`src/hdl/mec_pkg.sv`:
```
`default_nettype none
// ----------------------------------------------------------------------------
// mec_pkg
// Shared widths, fixed-point constants and types for the escape-time colorer.
// ----------------------------------------------------------------------------
package mec_pkg;

  localparam int FRAC_BITS = 28;
  localparam int CW        = 32;
  localparam int IW        = 12;
  localparam int COLW      = 8;

  // z components entering the multipliers are bounded by 2.0 in magnitude
  localparam int ZW  = FRAC_BITS + 3;
  // floored products: squares up to 4.0, cross term up to +-4.0
  localparam int SQW = FRAC_BITS + 4;
  // updated z before the escape check
  localparam int NW  = ((CW > SQW + 1) ? CW : SQW + 1) + 2;

  localparam logic [IW-1:0] ITER_LIMIT_RST = IW'(64);

  typedef enum logic [1:0] {
    ST_IDLE,
    ST_MUL,
    ST_ADD,
    ST_DONE
  } state_t;

  typedef struct packed {
    logic [COLW-1:0] red;
    logic [COLW-1:0] green;
    logic [COLW-1:0] blue;
  } rgb_t;

endpackage
`default_nettype wire

```
`src/hdl/mec_color.sv`:
```
`default_nettype none
// ----------------------------------------------------------------------------
// mec_color
// Banded color map of the escape count, using the count mod 17.
// ----------------------------------------------------------------------------
module mec_color (
  input  wire logic [mec_pkg::IW-1:0] n,
  input  wire logic [mec_pkg::IW-1:0] iter_limit,
  output mec_pkg::rgb_t               rgb
);
  import mec_pkg::*;

  localparam int RECIP_SHIFT = 16;
  localparam logic [IW-1:0] RECIP17 = IW'(3856);
  localparam logic [IW-1:0] MOD_BASE = IW'(17);
  localparam logic [IW-1:0] BAND_HI  = IW'(50);
  localparam logic [IW-1:0] BAND_MID = IW'(30);
  localparam logic [IW-1:0] BAND_LO  = IW'(15);

  logic [2*IW-1:0] q_prod;
  logic [IW-1:0]   q;
  logic [IW-1:0]   m_full;
  logic [4:0]      m;
  logic [COLW-1:0] m5;

  // n / 17 by reciprocal; exact for every 12-bit count
  assign q_prod = n * RECIP17;
  assign q      = IW'(q_prod >> RECIP_SHIFT);
  assign m_full = n - IW'(q * MOD_BASE);
  assign m      = m_full[4:0];
  assign m5     = COLW'({m, 2'b00}) + COLW'(m);

  always_comb begin
    if (n == iter_limit) begin
      rgb.red   = COLW'(0);
      rgb.green = COLW'(0);
      rgb.blue  = COLW'(0);
    end else if (n > BAND_HI) begin
      rgb.red   = COLW'(222) - m5;
      rgb.green = COLW'(179) - m5;
      rgb.blue  = COLW'(173);
    end else if (n > BAND_MID) begin
      rgb.red   = COLW'(222) - m5;
      rgb.green = COLW'(0);
      rgb.blue  = COLW'(123);
    end else if (n > BAND_LO) begin
      rgb.red   = COLW'(185) - m5;
      rgb.green = COLW'(92) - m5;
      rgb.blue  = COLW'(80);
    end else begin
      rgb.red   = COLW'(59) + m5;
      rgb.green = COLW'(20);
      rgb.blue  = COLW'(40);
    end
  end

endmodule
`default_nettype wire

```
`config.mk`:
```
export PLATFORM = sky130hd
export DESIGN_NAME = mec_color
export DESIGN_NICKNAME = d
export VERILOG_FILES = /design/src/hdl/mec_pkg.sv /design/src/hdl/mec_color.sv
export SDC_FILE = /design/constraint.sdc
export NUM_CORES = 1
export LEC_CHECK = 0
export ABC_AREA = 1
export BUFFER_PORTS_ARGS = -buffer_cell sky130_fd_sc_hd__buf_2
export CORE_MARGIN = 8
export CORE_UTILIZATION = 45
export DETAILED_ROUTE_END_ITERATION = 7
export GPL_TIMING_DRIVEN = 0
export PLACE_DENSITY = 0.64
export SYNTH_ARGS = -nofsm -noshare
export SYNTH_HDL_FRONTEND = slang
export SYNTH_SLANG_ARGS = --single-unit
```
`constraint.sdc`:
```
create_clock -name vclk -period 18.9
set_input_delay 4.725 -clock vclk [all_inputs]
set_output_delay 4.725 -clock vclk [all_outputs]
set_load 0.005 [all_outputs]
```
======== Yosys cells after proc, flatten, opt, wreduce, memory -nomap -nowiden ========
Cells that the tools add are included.
operators by class
  $add $sub $neg .......................... 7
  multipliers ............................. 2
  $lt $le $gt $ge ......................... 3
  eq/ne operators ......................... 1
  multiplexer cells ....................... 4
operators by type and width
  cell                                                                    count
  24-bit two-way mux                                                      4
  8-bit subtractor (first input constant)                                 3
  12-bit by 8-bit multiplier with 20-bit output (second input constant)   1
  12-bit == test                                                          1
  12-bit by 4-bit > comparator with 1-bit output (second input constant)  1
  12-bit by 5-bit > comparator with 1-bit output (second input constant)  1
  12-bit by 6-bit > comparator with 1-bit output (second input constant)  1
  6-bit by 8-bit adder with 8-bit output (first input constant)           1
  7-bit by 5-bit adder with 8-bit output                                  1
  8-bit by 5-bit multiplier with 5-bit output (second input constant)     1
  7-bit by 8-bit subtractor with 8-bit output (first input constant)      1
  5-bit subtractor                                                        1
storage, ports and cells
  register bits ........................... 0
  input bits .............................. 24

======== Depth between registers and ports, before layout ========
  depth in word-level cells ............... 9
  depth in mapped cells ................... 48
  depth with buffers taken out ............ 48

======== Worst setup path before layout ========
Ideal clock, no wire load.
  kind .................................... input port to output port
  from .................................... input n[4] (netlist bit)
  to ...................................... output rgb[22] (netlist bit)
  data arrival time ....................... 10.726 ns
  setup slack ............................. 3.449 ns
  stages .................................. 36
  path buffers ............................ 0
  path through ............................ inv_1 fa_1 inv_1 fa_1 inv_1 fa_1 inv_1 ha_1 ha_1 nand2_1 inv_1 a21oi_2 nand2_4 nand2_4 nand3_1 nand2_1 inv_1 ha_1 ha_1 fa_1 inv_1 nand3_2 nand2_1 inv_2 ha_1 clkinv_1 ha_1 inv_1 o21ai_0 a21oi_1 o21ai_1 clkinv_1 nand2_1 nand2_2 nor2_1 nor2_2
RTL lines
  element             RTL line        RTL
  start: declaration  mec_color.sv:7  input wire logic [mec_pkg::IW-1:0] n,
  end: declaration    mec_color.sv:9  output mec_pkg::rgb_t rgb

==> summary.txt <==
antenna violations before repair -> 0
area grow syn2layout -> 11.32%
post_cts resized -> 0
final WL -> 7612 microns
Tmin final -> 16580 ps
Placed Cells -> 600
Mapped Area -> 3184 sq um
Yosys cell types -> 37
crit-path most repeated cell -> inv_1
Post-Syn Nets -> 567
first-pass GRT wire length -> 13560 microns
max cap viols -> 0
Crit Path Max Fanout -> 8
chip height -> 100.1 microns
ant diodes -> 0
crit path max-delay cell type -> fa_1
Least-Margin Pin Slew -> 978.5 ps
layout cell share with drive strength beyond 1 -> 0.1964
Rows -> 30
top cells by count, synth -> nand2_1, inv_1, ha_1, nand3_1, fa_1
fmax -> 0.06032 GHz
CP max stage delay -> 620 ps
Total Routing Usage GR -> 0.1588
Final Hold Vio Count -> 0
Yosys top cell area share -> 0.2436
placer congestion estimate -> 0.8435
number of clock buffers in the layout -> 0
sequential cell area -> 0 sq um
CTS Hold Bufs -> 0
Die Wd -> 100.1 microns
final period utilization -> 0.8772
initial core utilization -> 0.4661
worst rel slew slack -> 0.3427
via count -> 2940
Routed Antenna Nets -> 0
# nets final -> 617
RSZ-0062 raised after global routing -> no
cell taking the most area after synthesis -> ha_1
fin cells -> 600
status -> completed
drt pass-1 iters -> 4
Crit Path Class -> input pin to output pin
Setup TNS Final -> 0 ps
Detailed Place HPWL -> 6726 microns
pin count of the biggest net entering global routing -> 11
FFs & Latches -> 0
crit path DAT -> 11850 ps
Seq/Total Area, Yosys -> 0
# setup viols final -> 0
most instantiated library cell after synthesis -> nand2_1
Post-route DRC -> 0
Setup Fix Bufs, Post-CTS -> 0
Worst Path Required -> 14180 ps
core region area -> 6832 sq um
die area -> 10020 sq um
number of global-route vias before repair -> 2982
CP startpoint kind -> input pin
GRT overflow -> 0
PortBufs -> 48
YS warnings -> 0
synth top area cells -> ha_1, fa_1, nand2_1
wire per inst -> 12.69 microns
Vias/cell -> 4.900
HP Class -> input pin to output pin
DR iter-0 viols -> 95
Mapped Cells -> 456
# IOs -> 48
Avg Cell Area, Syn -> 6.983 sq um
Worst setup EP type -> output pin
fin. max-slew vios -> 0
==> layout make-up <==
class	instances	area, sq um
inverter	94	352.8
timing repair buffer	48	240.2
buffer	6	53.80
multi-input combinational	356	2778
fill	689	3287
tap	96	120.1
==> cells by family after synthesis <==
group	share of synthesized area
AOI/OAI and AO/OA	0.1081
xor gates and xnor gates	0.07151
adders and majority gates	0.4008
buffers and inverters	0.1277
and+or+nand+nor	0.2919
==> cells in the final DEF (no fill, tap or decap) <==
cell type  instances
buf_4              4
nor2_1            16
o31ai_1            2
nand4_1            2
nor2_4             1
nor3_2             2
a32oi_1            1
a211oi_1           2
nor3_1             5
nand2_2           10
and3_1             1
nand2_4           10
o21ai_2            2
nand4_2            1
o21bai_2           1
nand3_2            8
a21oi_1           21
nor4_1             2
nand2_1           90
nor2_2             2
nand3_1           29
xor2_1            17
a31oi_1            1
clkinv_1           2
clkbuf_1           1
xnor2_1            9
fa_1              25
ha_1              62
a21oi_2            1
buf_2             48
inv_1             87
o22ai_1            3
inv_2              5
o21ai_0           20
buf_12             1
o21ai_1            6
o21a_1             1
or2_2              3
==> path summary, 6_finish.rpt <==
| kind | startpoint | end | cells after the start |
|---|---|---|---|
| hold / removal | iter_limit[3] | rgb[21] | 6 |
| setup / recovery | n[4] | rgb[22] | 39 |
==> stage by stage <==
stage,instance area (sq um),hold WS [ps],utilization,setup slack [ps]
after floorplan,3184,9706,-,3449
after global placement,3545,10010,0.5189,2342
after detailed placement,3545,10020,0.5189,2348
after CTS,3545,10020,0.5189,2322
after global routing,3545,10070,0.5189,1779
final,3545,10010,0.5189,2321
==> critical path: cells and delay by family <==
family	cells	cell delay, ps
and+or+nand+nor	12	950
buffers and inverters	13	1500
AOI/OAI and AO/OA	4	600
adders and majority gates	10	4090
==> routing by layer <==
metal | routed length (microns) | up-vias | global-route usage
met4 | 17 | 0 | 0.006977
met2 | 3551 | 39 | 0.2738
met1 | 3732 | 1356 | 0.2199
met5 | 0 | - | 0
li1 | - | 1543 | -
met3 | 310 | 2 | 0.01038
Power is not shown: default switching activity piles up to over one toggle a cycle in this logic, so the estimate is an artifact.
